**src/hw/rtl/assert_macros.svh**
```systemverilog
// Assertion helpers shared by the controller RTL.
`ifndef ASSERT_MACROS_SVH
`define ASSERT_MACROS_SVH

`ifndef SYNTHESIS
// Clocked check, held off while reset is asserted
`define CSPI_ASSERT(lbl, prop, msg) \
  lbl: assert property (@(posedge clk_i) disable iff (!rst_ni) (prop)) else $error(msg);
// Clocked check that also holds during reset
`define CSPI_ASSERT_ALWAYS(lbl, prop, msg) \
  lbl: assert property (@(posedge clk_i) (prop)) else $error(msg);
`else
`define CSPI_ASSERT(lbl, prop, msg)
`define CSPI_ASSERT_ALWAYS(lbl, prop, msg)
`endif

`endif

```
**src/hw/rtl/cspi_pkg.sv**
```systemverilog
package cspi_pkg;

  // Loop constants
  localparam int SCHED_SHIFT   = 8;
  localparam int SPEED_SHIFT   = 12;
  localparam int CURRENT_SHIFT = 12;
  localparam int SPEED_DIVIDE  = 10;
  localparam int CURRENT_LIMIT = 4096;
  localparam int DRIVE_MAX     = 32767;

  localparam logic [15:0]        SPD_DIV     = 16'(SPEED_DIVIDE);
  localparam logic signed [15:0] CUR_LIM_POS = 16'(CURRENT_LIMIT);
  localparam logic signed [15:0] CUR_LIM_NEG = 16'(-CURRENT_LIMIT);

  // Scheduled kp: (diff * slope >> SCHED_SHIFT) + kp_high, kept to KP_W = 25 bits (capped at 32)
  localparam int KP_RAW = ((32 - SCHED_SHIFT) > 15 ? (32 - SCHED_SHIFT) : 15) + 1;
  localparam int KP_W   = (KP_RAW > 32) ? 32 : KP_RAW;
  // Shared multiplier: signed 18-bit A, signed B holding unsigned kp or gains
  localparam int MUL_A_W = 18;
  localparam int MUL_B_W = KP_W + 1;
  localparam int MUL_P_W = MUL_A_W + MUL_B_W;

  localparam int CFG_IDX_W  = 3;
  localparam int CFG_DATA_W = 16;

  typedef logic [KP_W-1:0]    kp_t;
  typedef logic [31:0]        word_t;
  typedef logic [MUL_B_W-1:0] mulb_t;

  // Configuration register indexes
  typedef enum logic [CFG_IDX_W-1:0] {
    CFG_HIGH_SHELF = 3'd0,
    CFG_LOW_SHELF  = 3'd1,
    CFG_SKP_HIGH   = 3'd2,
    CFG_SKP_LOW    = 3'd3,
    CFG_SLOPE      = 3'd4,
    CFG_SPEED_KI   = 3'd5,
    CFG_CUR_KP     = 3'd6,
    CFG_CUR_KI     = 3'd7
  } cfg_reg_e;

  // Operand pair on the shared multiplier
  typedef enum logic [2:0] {
    MUL_SCHED = 3'd0,
    MUL_SKI   = 3'd1,
    MUL_SKP   = 3'd2,
    MUL_CKI   = 3'd3,
    MUL_CKP   = 3'd4
  } mul_op_e;

  // Controller to datapath commands
  typedef struct packed {
    logic    latch;
    logic    check;
    logic    sched;
    logic    spd_int;
    logic    spd_out;
    logic    cur_int;
    logic    cur_out;
    logic    out_load;
    mul_op_e mul_op;
  } cmd_t;

  // Datapath to controller status
  typedef struct packed {
    logic clear;
    logic speed_run;
  } sts_t;

endpackage

```
**src/hw/rtl/cspi_ctrl.sv**
```systemverilog
`include "assert_macros.svh"

module cspi_ctrl (
  input  logic          clk_i,
  input  logic          rst_ni,
  input  logic          in_valid_i,
  output logic          in_ready_o,
  output logic          out_valid_o,
  input  logic          out_ready_i,
  input  cspi_pkg::sts_t sts_i,
  output cspi_pkg::cmd_t cmd_o
);

  typedef enum logic [9:0] {
    S_IDLE  = 10'b00_0000_0001,
    S_CHECK = 10'b00_0000_0010,
    S_SCHED = 10'b00_0000_0100,
    S_SKP   = 10'b00_0000_1000,
    S_SI    = 10'b00_0001_0000,
    S_SOUT  = 10'b00_0010_0000,
    S_CKI   = 10'b00_0100_0000,
    S_CI    = 10'b00_1000_0000,
    S_COUT  = 10'b01_0000_0000,
    S_OUT   = 10'b10_0000_0000
  } state_e;

  state_e state_q, state_d;
  logic   out_valid_q, out_valid_d;

  assign in_ready_o  = (state_q == S_IDLE);
  assign out_valid_o = out_valid_q;

  // Sequencer: one multiplier product per step
  always_comb begin
    state_d        = state_q;
    cmd_o          = '0;
    cmd_o.mul_op   = cspi_pkg::MUL_CKP;
    unique case (state_q)
      S_IDLE: begin
        if (in_valid_i) begin
          cmd_o.latch = 1'b1;
          state_d     = S_CHECK;
        end
      end
      S_CHECK: begin
        cmd_o.check = 1'b1;
        if (sts_i.clear) begin
          state_d = S_OUT;
        end else if (sts_i.speed_run) begin
          state_d = S_SCHED;
        end else begin
          state_d = S_CKI;
        end
      end
      S_SCHED: begin
        cmd_o.mul_op = cspi_pkg::MUL_SCHED;
        state_d      = S_SKP;
      end
      S_SKP: begin
        cmd_o.sched  = 1'b1;
        cmd_o.mul_op = cspi_pkg::MUL_SKI;
        state_d      = S_SI;
      end
      S_SI: begin
        cmd_o.spd_int = 1'b1;
        cmd_o.mul_op  = cspi_pkg::MUL_SKP;
        state_d       = S_SOUT;
      end
      S_SOUT: begin
        cmd_o.spd_out = 1'b1;
        state_d       = S_CKI;
      end
      S_CKI: begin
        cmd_o.mul_op = cspi_pkg::MUL_CKI;
        state_d      = S_CI;
      end
      S_CI: begin
        cmd_o.cur_int = 1'b1;
        cmd_o.mul_op  = cspi_pkg::MUL_CKP;
        state_d       = S_COUT;
      end
      S_COUT: begin
        cmd_o.cur_out = 1'b1;
        state_d       = S_OUT;
      end
      S_OUT: begin
        // post the result once the output register is free
        if (!out_valid_q || out_ready_i) begin
          cmd_o.out_load = 1'b1;
          state_d        = S_IDLE;
        end
      end
      default: state_d = S_IDLE;
    endcase
  end

  // Output valid: set on load, cleared on transfer
  always_comb begin
    out_valid_d = out_valid_q;
    if (cmd_o.out_load) begin
      out_valid_d = 1'b1;
    end else if (out_ready_i) begin
      out_valid_d = 1'b0;
    end
  end

  always_ff @(posedge clk_i or negedge rst_ni) begin
    if (!rst_ni) begin
      state_q     <= S_IDLE;
      out_valid_q <= 1'b0;
    end else begin
      state_q     <= state_d;
      out_valid_q <= out_valid_d;
    end
  end

  `CSPI_ASSERT(a_accept_starts_tick, (in_valid_i && in_ready_o) |=> (state_q == S_CHECK), "accepted tick did not start")
  `CSPI_ASSERT(a_result_waits, (state_q == S_OUT && out_valid_q && !out_ready_i) |=> (state_q == S_OUT && out_valid_q), "result overwrote a pending one")
  `CSPI_ASSERT_ALWAYS(a_no_accept_on_post, !(in_ready_o && cmd_o.out_load), "accept while posting result")

endmodule

```
**src/hw/rtl/cspi_dp.sv**
```systemverilog
`include "assert_macros.svh"

module cspi_dp (
  input  logic                              clk_i,
  input  logic                              rst_ni,
  input  logic                              cfg_we_i,
  input  logic [cspi_pkg::CFG_IDX_W-1:0]    cfg_idx_i,
  input  logic [cspi_pkg::CFG_DATA_W-1:0]   cfg_data_i,
  input  logic signed [15:0]                target_rpm_i,
  input  logic signed [15:0]                measured_rpm_i,
  input  logic signed [15:0]                measured_current_i,
  input  logic                              clear_i,
  input  cspi_pkg::cmd_t                    cmd_i,
  output cspi_pkg::sts_t                    sts_o,
  output logic signed [15:0]                current_ref_o,
  output logic [14:0]                       drive_o,
  output logic                              speed_clamped_o,
  output logic                              drive_clamped_o,
  output logic                              speed_updated_o
);

  // Configuration registers
  logic signed [15:0] high_q, low_q;
  logic [14:0]        skp_high_q, skp_low_q, ski_q, ckp_q, cki_q;
  logic [15:0]        slope_q;

  // Latched tick inputs
  logic signed [15:0] tgt_q, mrpm_q, mcur_q;
  logic               clr_q;

  // Loop state
  logic [31:0]        spd_int_q, spd_int_d;
  logic [31:0]        cur_int_q, cur_int_d;
  logic signed [15:0] spd_out_q, spd_out_d;
  logic               spd_unsat_q, spd_unsat_d;
  logic               cur_unsat_q, cur_unsat_d;
  logic [15:0]        cnt_q, cnt_d;
  logic [14:0]        drive_q, drive_d;
  logic               sclamp_q, sclamp_d;
  logic               dclamp_q, dclamp_d;
  logic               supd_q, supd_d;

  // Multiplier and scheduled gain
  cspi_pkg::kp_t      kp_q;
  logic [31:0]        prod_q;
  logic signed [cspi_pkg::MUL_A_W-1:0] mul_a;
  logic signed [cspi_pkg::MUL_B_W-1:0] mul_b;
  logic signed [cspi_pkg::MUL_P_W-1:0] mul_p;

  logic signed [16:0] spd_err, cur_err, sched_diff;
  logic [15:0]        cnt_inc;
  cspi_pkg::kp_t      kp_sched;
  logic [31:0]        spd_sum, cur_sum, cur_base;
  logic signed [31:0] spd_shift, cur_shift;
  logic signed [15:0] spd_sig;

  // Differences, all 17-bit signed
  assign spd_err    = {tgt_q[15], tgt_q} - {mrpm_q[15], mrpm_q};
  assign cur_err    = {spd_out_q[15], spd_out_q} - {mcur_q[15], mcur_q};
  assign sched_diff = {high_q[15], high_q} - {tgt_q[15], tgt_q};

  assign cnt_inc = cnt_q + 16'd1;

  assign sts_o.clear     = clr_q;
  assign sts_o.speed_run = (cnt_inc >= cspi_pkg::SPD_DIV);

  // Shared multiplier operand select
  always_comb begin
    unique case (cmd_i.mul_op)
      cspi_pkg::MUL_SCHED: begin
        mul_a = {sched_diff[16], sched_diff};
        mul_b = cspi_pkg::mulb_t'(slope_q);
      end
      cspi_pkg::MUL_SKI: begin
        mul_a = {spd_err[16], spd_err};
        mul_b = cspi_pkg::mulb_t'(ski_q);
      end
      cspi_pkg::MUL_SKP: begin
        mul_a = {spd_err[16], spd_err};
        mul_b = cspi_pkg::mulb_t'(kp_q);
      end
      cspi_pkg::MUL_CKI: begin
        mul_a = {cur_err[16], cur_err};
        mul_b = cspi_pkg::mulb_t'(cki_q);
      end
      cspi_pkg::MUL_CKP: begin
        mul_a = {cur_err[16], cur_err};
        mul_b = cspi_pkg::mulb_t'(ckp_q);
      end
      default: begin
        mul_a = '0;
        mul_b = '0;
      end
    endcase
  end

  assign mul_p = mul_a * mul_b;

  // Gain schedule between the shelves
  always_comb begin
    if (tgt_q > high_q) begin
      kp_sched = cspi_pkg::kp_t'(skp_high_q);
    end else if (tgt_q > low_q) begin
      kp_sched = cspi_pkg::kp_t'(prod_q[31:cspi_pkg::SCHED_SHIFT])
               + cspi_pkg::kp_t'(skp_high_q);
    end else begin
      kp_sched = cspi_pkg::kp_t'(skp_low_q);
    end
  end

  // Loop sums and arithmetic shifts
  assign spd_sum   = prod_q + spd_int_q;
  assign spd_shift = $signed(spd_sum) >>> cspi_pkg::SPEED_SHIFT;
  assign spd_sig   = spd_shift[15:0];
  assign cur_sum   = prod_q + cur_int_q;
  assign cur_shift = $signed(cur_sum) >>> cspi_pkg::CURRENT_SHIFT;
  assign cur_base  = (tgt_q == '0) ? '0 : cur_int_q;

  // Loop state updates per step
  always_comb begin
    spd_int_d   = spd_int_q;
    cur_int_d   = cur_int_q;
    spd_out_d   = spd_out_q;
    spd_unsat_d = spd_unsat_q;
    cur_unsat_d = cur_unsat_q;
    cnt_d       = cnt_q;
    drive_d     = drive_q;
    sclamp_d    = sclamp_q;
    dclamp_d    = dclamp_q;
    supd_d      = supd_q;

    if (cmd_i.check) begin
      sclamp_d = 1'b0;
      if (clr_q) begin
        spd_int_d = '0;
        cur_int_d = '0;
        spd_out_d = '0;
        cnt_d     = '0;
        drive_d   = '0;
        dclamp_d  = 1'b0;
        supd_d    = 1'b0;
      end else begin
        cnt_d  = sts_o.speed_run ? '0 : cnt_inc;
        supd_d = sts_o.speed_run;
      end
    end

    if (cmd_i.spd_int && spd_unsat_q) begin
      spd_int_d = spd_int_q + prod_q;
    end

    // speed output: clamp to the current limit
    if (cmd_i.spd_out) begin
      if (spd_sig > cspi_pkg::CUR_LIM_POS) begin
        spd_out_d   = cspi_pkg::CUR_LIM_POS;
        spd_unsat_d = 1'b0;
        sclamp_d    = 1'b1;
      end else if (spd_sig < cspi_pkg::CUR_LIM_NEG) begin
        spd_out_d   = cspi_pkg::CUR_LIM_NEG;
        spd_unsat_d = 1'b0;
        sclamp_d    = 1'b1;
      end else begin
        spd_out_d   = spd_sig;
        spd_unsat_d = 1'b1;
      end
    end

    // zero target drops the current integral first
    if (cmd_i.cur_int) begin
      cur_int_d = cur_unsat_q ? (cur_base + prod_q) : cur_base;
    end

    // drive: clamp to 0..DRIVE_MAX
    if (cmd_i.cur_out) begin
      if (cur_shift > cspi_pkg::DRIVE_MAX) begin
        drive_d     = 15'(cspi_pkg::DRIVE_MAX);
        cur_unsat_d = 1'b0;
        dclamp_d    = 1'b1;
      end else if (cur_shift[31]) begin
        drive_d     = '0;
        cur_unsat_d = 1'b0;
        dclamp_d    = 1'b1;
      end else begin
        drive_d     = cur_shift[14:0];
        cur_unsat_d = 1'b1;
        dclamp_d    = 1'b0;
      end
    end
  end

  // Control state, configuration and loop state
  always_ff @(posedge clk_i or negedge rst_ni) begin
    if (!rst_ni) begin
      high_q      <= '0;
      low_q       <= '0;
      skp_high_q  <= '0;
      skp_low_q   <= '0;
      slope_q     <= '0;
      ski_q       <= '0;
      ckp_q       <= '0;
      cki_q       <= '0;
      spd_int_q   <= '0;
      cur_int_q   <= '0;
      spd_out_q   <= '0;
      spd_unsat_q <= 1'b0;
      cur_unsat_q <= 1'b0;
      cnt_q       <= '0;
      drive_q     <= '0;
      sclamp_q    <= 1'b0;
      dclamp_q    <= 1'b0;
      supd_q      <= 1'b0;
    end else begin
      if (cfg_we_i) begin
        unique case (cspi_pkg::cfg_reg_e'(cfg_idx_i))
          cspi_pkg::CFG_HIGH_SHELF: high_q     <= cfg_data_i;
          cspi_pkg::CFG_LOW_SHELF:  low_q      <= cfg_data_i;
          cspi_pkg::CFG_SKP_HIGH:   skp_high_q <= cfg_data_i[14:0];
          cspi_pkg::CFG_SKP_LOW:    skp_low_q  <= cfg_data_i[14:0];
          cspi_pkg::CFG_SLOPE:      slope_q    <= cfg_data_i;
          cspi_pkg::CFG_SPEED_KI:   ski_q      <= cfg_data_i[14:0];
          cspi_pkg::CFG_CUR_KP:     ckp_q      <= cfg_data_i[14:0];
          cspi_pkg::CFG_CUR_KI:     cki_q      <= cfg_data_i[14:0];
          default: ;
        endcase
      end
      spd_int_q   <= spd_int_d;
      cur_int_q   <= cur_int_d;
      spd_out_q   <= spd_out_d;
      spd_unsat_q <= spd_unsat_d;
      cur_unsat_q <= cur_unsat_d;
      cnt_q       <= cnt_d;
      drive_q     <= drive_d;
      sclamp_q    <= sclamp_d;
      dclamp_q    <= dclamp_d;
      supd_q      <= supd_d;
    end
  end

  // Payload registers: inputs, product, gain, result
  always_ff @(posedge clk_i) begin
    if (cmd_i.latch) begin
      tgt_q  <= target_rpm_i;
      mrpm_q <= measured_rpm_i;
      mcur_q <= measured_current_i;
      clr_q  <= clear_i;
    end
    prod_q <= mul_p[31:0];
    if (cmd_i.sched) begin
      kp_q <= kp_sched;
    end
    if (cmd_i.out_load) begin
      current_ref_o   <= spd_out_q;
      drive_o         <= drive_q;
      speed_clamped_o <= sclamp_q;
      drive_clamped_o <= dclamp_q;
      speed_updated_o <= supd_q;
    end
  end

  `CSPI_ASSERT(a_ref_in_limit, (spd_out_q <= cspi_pkg::CUR_LIM_POS) && (spd_out_q >= cspi_pkg::CUR_LIM_NEG), "current reference beyond limit")
  `CSPI_ASSERT(a_sclamp_needs_update, sclamp_q |-> supd_q, "speed clamp flag without speed update")
  `CSPI_ASSERT(a_divider_range, cnt_q < cspi_pkg::SPD_DIV, "speed divider out of range")

endmodule

```
**src/hw/rtl/cascaded_speed_current_pi_top.sv**
```systemverilog
// Channel   Direction  Handshake                  Payload
// in        input      in_valid_i / in_ready_o    target_rpm, measured_rpm, measured_current, clear
// out       output     out_valid_o / out_ready_i  current_ref, drive, speed/drive clamp, speed_updated
// cfg       input      cfg_we_i (no wait)         cfg_idx_i, cfg_data_i
//
// A tick runs from input transfer through a check, the current-loop steps and an output step;
// a speed-loop tick also runs the schedule and speed steps. One shared 18 x 26 multiplier
// gives one product per step. A clear tick skips to the output step. Reset zeroes the gains,
// integrals, flags and divider. The result sits in an output register: the next tick is taken
// while it waits, and that tick holds in its final step until the pending result is transferred.

module cascaded_speed_current_pi_top (
  input  logic                            clk_i,
  input  logic                            rst_ni,
  input  logic                            in_valid_i,
  output logic                            in_ready_o,
  input  logic signed [15:0]              target_rpm_i,
  input  logic signed [15:0]              measured_rpm_i,
  input  logic signed [15:0]              measured_current_i,
  input  logic                            clear_i,
  output logic                            out_valid_o,
  input  logic                            out_ready_i,
  output logic signed [15:0]              current_ref_o,
  output logic [14:0]                     drive_o,
  output logic                            speed_clamped_o,
  output logic                            drive_clamped_o,
  output logic                            speed_updated_o,
  input  logic                            cfg_we_i,
  input  logic [cspi_pkg::CFG_IDX_W-1:0]  cfg_idx_i,
  input  logic [cspi_pkg::CFG_DATA_W-1:0] cfg_data_i
);

  cspi_pkg::cmd_t cmd;
  cspi_pkg::sts_t sts;

  // Step sequencer
  cspi_ctrl u_ctrl (
    .clk_i       (clk_i),
    .rst_ni      (rst_ni),
    .in_valid_i  (in_valid_i),
    .in_ready_o  (in_ready_o),
    .out_valid_o (out_valid_o),
    .out_ready_i (out_ready_i),
    .sts_i       (sts),
    .cmd_o       (cmd)
  );

  // Loop arithmetic and state
  cspi_dp u_dp (
    .clk_i              (clk_i),
    .rst_ni             (rst_ni),
    .cfg_we_i           (cfg_we_i),
    .cfg_idx_i          (cfg_idx_i),
    .cfg_data_i         (cfg_data_i),
    .target_rpm_i       (target_rpm_i),
    .measured_rpm_i     (measured_rpm_i),
    .measured_current_i (measured_current_i),
    .clear_i            (clear_i),
    .cmd_i              (cmd),
    .sts_o              (sts),
    .current_ref_o      (current_ref_o),
    .drive_o            (drive_o),
    .speed_clamped_o    (speed_clamped_o),
    .drive_clamped_o    (drive_clamped_o),
    .speed_updated_o    (speed_updated_o)
  );

endmodule

```
**config.mk**
```make
export PLATFORM = sky130hd
export DESIGN_NAME = cascaded_speed_current_pi_top
export DESIGN_NICKNAME = d
export VERILOG_FILES = /design/src/hw/rtl/cspi_pkg.sv /design/src/hw/rtl/cspi_ctrl.sv /design/src/hw/rtl/cspi_dp.sv /design/src/hw/rtl/cascaded_speed_current_pi_top.sv
export VERILOG_INCLUDE_DIRS = /design/src /design/src/hw/rtl
export SDC_FILE = /design/constraint.sdc
export NUM_CORES = 2
export LEC_CHECK = 0
export BUFFER_PORTS_ARGS = -buffer_cell sky130_fd_sc_hd__clkbuf_2
export CELL_PAD_IN_SITES_DETAIL_PLACEMENT = 1
export CELL_PAD_IN_SITES_GLOBAL_PLACEMENT = 1
export CORE_ASPECT_RATIO = 0.7
export CORE_MARGIN = 2
export CORE_UTILIZATION = 40
export DETAILED_ROUTE_END_ITERATION = 8
export PLACE_DENSITY_LB_ADDON = 0.1
export SYNTH_ARGS = -nofsm -noshare
export SYNTH_HDL_FRONTEND = slang
export SYNTH_SLANG_ARGS = --single-unit
```
**constraint.sdc**
```tcl
create_clock -name clk_i -period 7.5 [get_ports clk_i]
set_input_delay 0.375 -clock clk_i [delete_from_list [all_inputs] [get_ports clk_i]]
set_output_delay 0.375 -clock clk_i [all_outputs]
set_load 0.02 [all_outputs]
```
==> run summary <==
outcome: finished with violations
failing checks: negative setup slack
Global Route Usage Sum: 28.7%
ys flop type: dfrtp_1
Fillers: 9525
number of synthesized flops with an enable pin: 108
via count: 28800
DRT iter0 DRCs: 2080
Least-Margin Pin Slew: 1.20 ns
pin count of the biggest net entering global routing: 144
flop2flop setup slack: -0.60 ns
RSZ-0062 raised after global routing: true
antenna viol nets, final: 0
setup violators final: 11
worst-case clock buffer depth: 3
reg-to-reg startpoint: u_dp.spd_out_q[1]
Worst Hold Path Cells: 3
max-slew violation count: 0
CTS Root Cell: clkbuf_16
Area growth, synth to finish: 24.2%
critical path peak fanout: 6
Synth Net Count: 4266
CTS tree: yes
# DRC: 0
Worst-Skew Late Latency: 0.63 ns
Critical Path Sink Type: register
Syn. warnings: 0
Clock transition at path regs: 0.07 ns
crit path buf inv count: 4
grt total ovfl: 0
Reg2Reg Depth: 31
Top delay family on crit path: adder cells
Tmin final: 8.10 ns
pre-CTS WS: -0.842 ns
Yosys reg bits: 386
dpl hpwl: 101000 µm
global routing's busiest layer: met1
final setup TNS: -3.45 ns
number of port buffers: 108
area post-placement: 0.0395 mm²
Max-Slew Margin vs Limit: 19.6%
grt met2 use: 42.4%
NumNets Final: 4818
die area: 0.0881 mm²
Yosys cell types: 113
Die Y: 249 µm
Routed WL per cell: 23.7 µm
Horiz. Die Dim: 354 µm
placer congestion estimate: 0.948
commonest non-fill, non-tap cell in the layout: inv_1
Synth Area per Inst: 9.51 µm²
CTS H-Tree Depth: 2
first-pass GRT wire length: 192000 µm
setup slack after layout: -0.600 ns
worst setup skew after layout: 0.0442 ns
slowest CP cell: fa_2
clock sink count: 386
Cell Rows: 89
Final Instance Area: 0.0426 mm²
fin crit share: 108%
share of cells above drive strength 1: 23.2%
Starting Density: 40.6%
f_max: 123 MHz
hold path startpoint: out_ready_i
CP arrival: 8.60 ns
Critical Path RT: 8.00 ns
FFs w/ async S/R, synth: 63.7%
router iterations before antenna repair: 5
Max stage delay on crit path: 0.53 ns
I/O Pins: 109
GRT met1 Usage: 44.0%
Seq/Total Area, Yosys: 29.3%
CP dominant cell by count: xnor2_1
most frequent cells in the layout: inv_1, buf_4, nand2_1
final WL: 126000 µm
CP startpoint kind: register
WS Path Type: reg2reg
post-synthesis cell count: 3604
capturing point of the worst reg2reg path: u_dp.prod_q[31]
Worst Hold Class: in2reg
Post-Route Utilization: 50.4%
max-cap check violation count: 0
hold path endpoint: u_ctrl.out_valid_o
CTS Buf Count: 46
Post-Syn Area: 0.0343 mm²
Fin. Hold Viols: 0
vias in the first global route: 30800
core area: 0.0845 mm²
met3 GRT Util: 5.02%
initial antenna violation count: 8
DR vias/cell: 5.39
worst max-delay path by stage:
stage / start / endpoint / slack, ns / cells past startpoint
2_1_floorplan: u_dp.tgt_q[0] / u_dp.prod_q[31] / 0.03 / 32
3_3_place_gp: u_dp.tgt_q[0] / u_dp.prod_q[31] / -0.66 / 34
3_5_place_dp: u_dp.tgt_q[3] / u_dp.prod_q[30] / -0.84 / 32
4_1_cts: u_dp.spd_out_q[0] / u_dp.prod_q[31] / -0.54 / 35
5_1_grt: u_dp.tgt_q[0] / u_dp.prod_q[31] / -0.92 / 32
6_report: u_dp.spd_out_q[1] / u_dp.prod_q[31] / -0.60 / 31
synthesized netlist by cell type (all sizes together), types with 7 or more instances:
master / instances / area, µm²
inv: 544 / 2040
nand2: 411 / 1550
fa: 323 / 6470
nor2: 292 / 1100
ha: 266 / 3330
dfrtp: 245 / 6130
o21ai: 173 / 873
a21oi: 125 / 644
mux2: 110 / 1240
edfxtp: 108 / 3240
clkbuf: 105 / 395
xnor2: 96 / 856
and2: 71 / 447
nand3: 55 / 280
a21o: 54 / 405
xor2: 51 / 447
nor3: 44 / 230
o21a: 44 / 330
nand2b: 40 / 250
nor2b: 33 / 214
and3: 32 / 200
dfxtp: 32 / 641
o31ai: 26 / 215
buf: 20 / 109
or2: 18 / 113
a221o: 17 / 170
a222oi: 16 / 160
or3: 16 / 100
o211ai: 15 / 118
o21bai: 15 / 113
a21boi: 13 / 101
a31oi: 12 / 90.1
mux2i: 12 / 120
a211oi: 11 / 92.6
nor4: 11 / 90.1
nor3b: 10 / 75.1
o31a: 10 / 87.6
nand4: 9 / 56.3
a211o: 8 / 70.1
a2111oi: 7 / 86.3
a22o: 7 / 61.3
a41oi: 7 / 61.3
nand4b: 7 / 61.3
kinds of logic after synthesis:
kind of cell / count (synthesis) / synth area share, %
flops: 386 / 29.3
mux: 122 / 3.98
fa+ha+maj: 589 / 28.6
compound gates: 619 / 12.3
xor+xnor: 149 / 3.93
buf+inv: 670 / 7.44
simple gates: 1069 / 14.4
layer usage:
layer | vias up | share of wire [%]
li1 | 13000 | -
met3 | 105 | 7.0
met4 | 2 | 1.6
met5 | - | 0.011
met1 | 14900 | 49
met2 | 760 | 42
tightest hold or removal path, cell delays in order:
cell and delay (ns):
clkbuf_2 0.07, nand2b_1 0.18, nand2_1 0.07
sequential cells by signal (all words and copies together), names as in the netlist, 25 cells and up:
| register | count |
|---|---|
| u_dp.cur_int_q | 32 |
| u_dp.prod_q | 32 |
| u_dp.spd_int_q | 28 |
| u_dp.kp_q | 25 |
repair_timing:
item	in CTS	in global routing
buffers inserted	29	13
pin swaps	65	38
gates cloned	0	0
hold endpoints to repair	153	0
hold buffers	51	0
gates resized for setup	115	77
endpoints found under the setup margin	16	16
layout make-up:
type,instances,area (µm²),share of cell area [%]
multi-input combinational,2548,22600,53.1
clock inverter,23,191,0.450
clock buffer,63,1260,2.97
sequential,386,10000,23.6
inverter,545,2050,4.82
antenna,4,10.0,0.0235
timing repair buffer,629,5000,11.7
tap,1137,1420,3.34
per-stage QoR:
stage | hold slack [ns] | std cells
2_1_floorplan | 0.0794 | 3604
3_3_place_gp | 0.432 | 5158
3_5_place_dp | 0.438 | 5158
4_1_cts | 0.0887 | 5321
5_1_grt | 0.125 | 5331
6_report | 0.111 | 5335
Power is not shown: default switching activity piles up to over one toggle a cycle in this logic, so the estimate is an artifact.
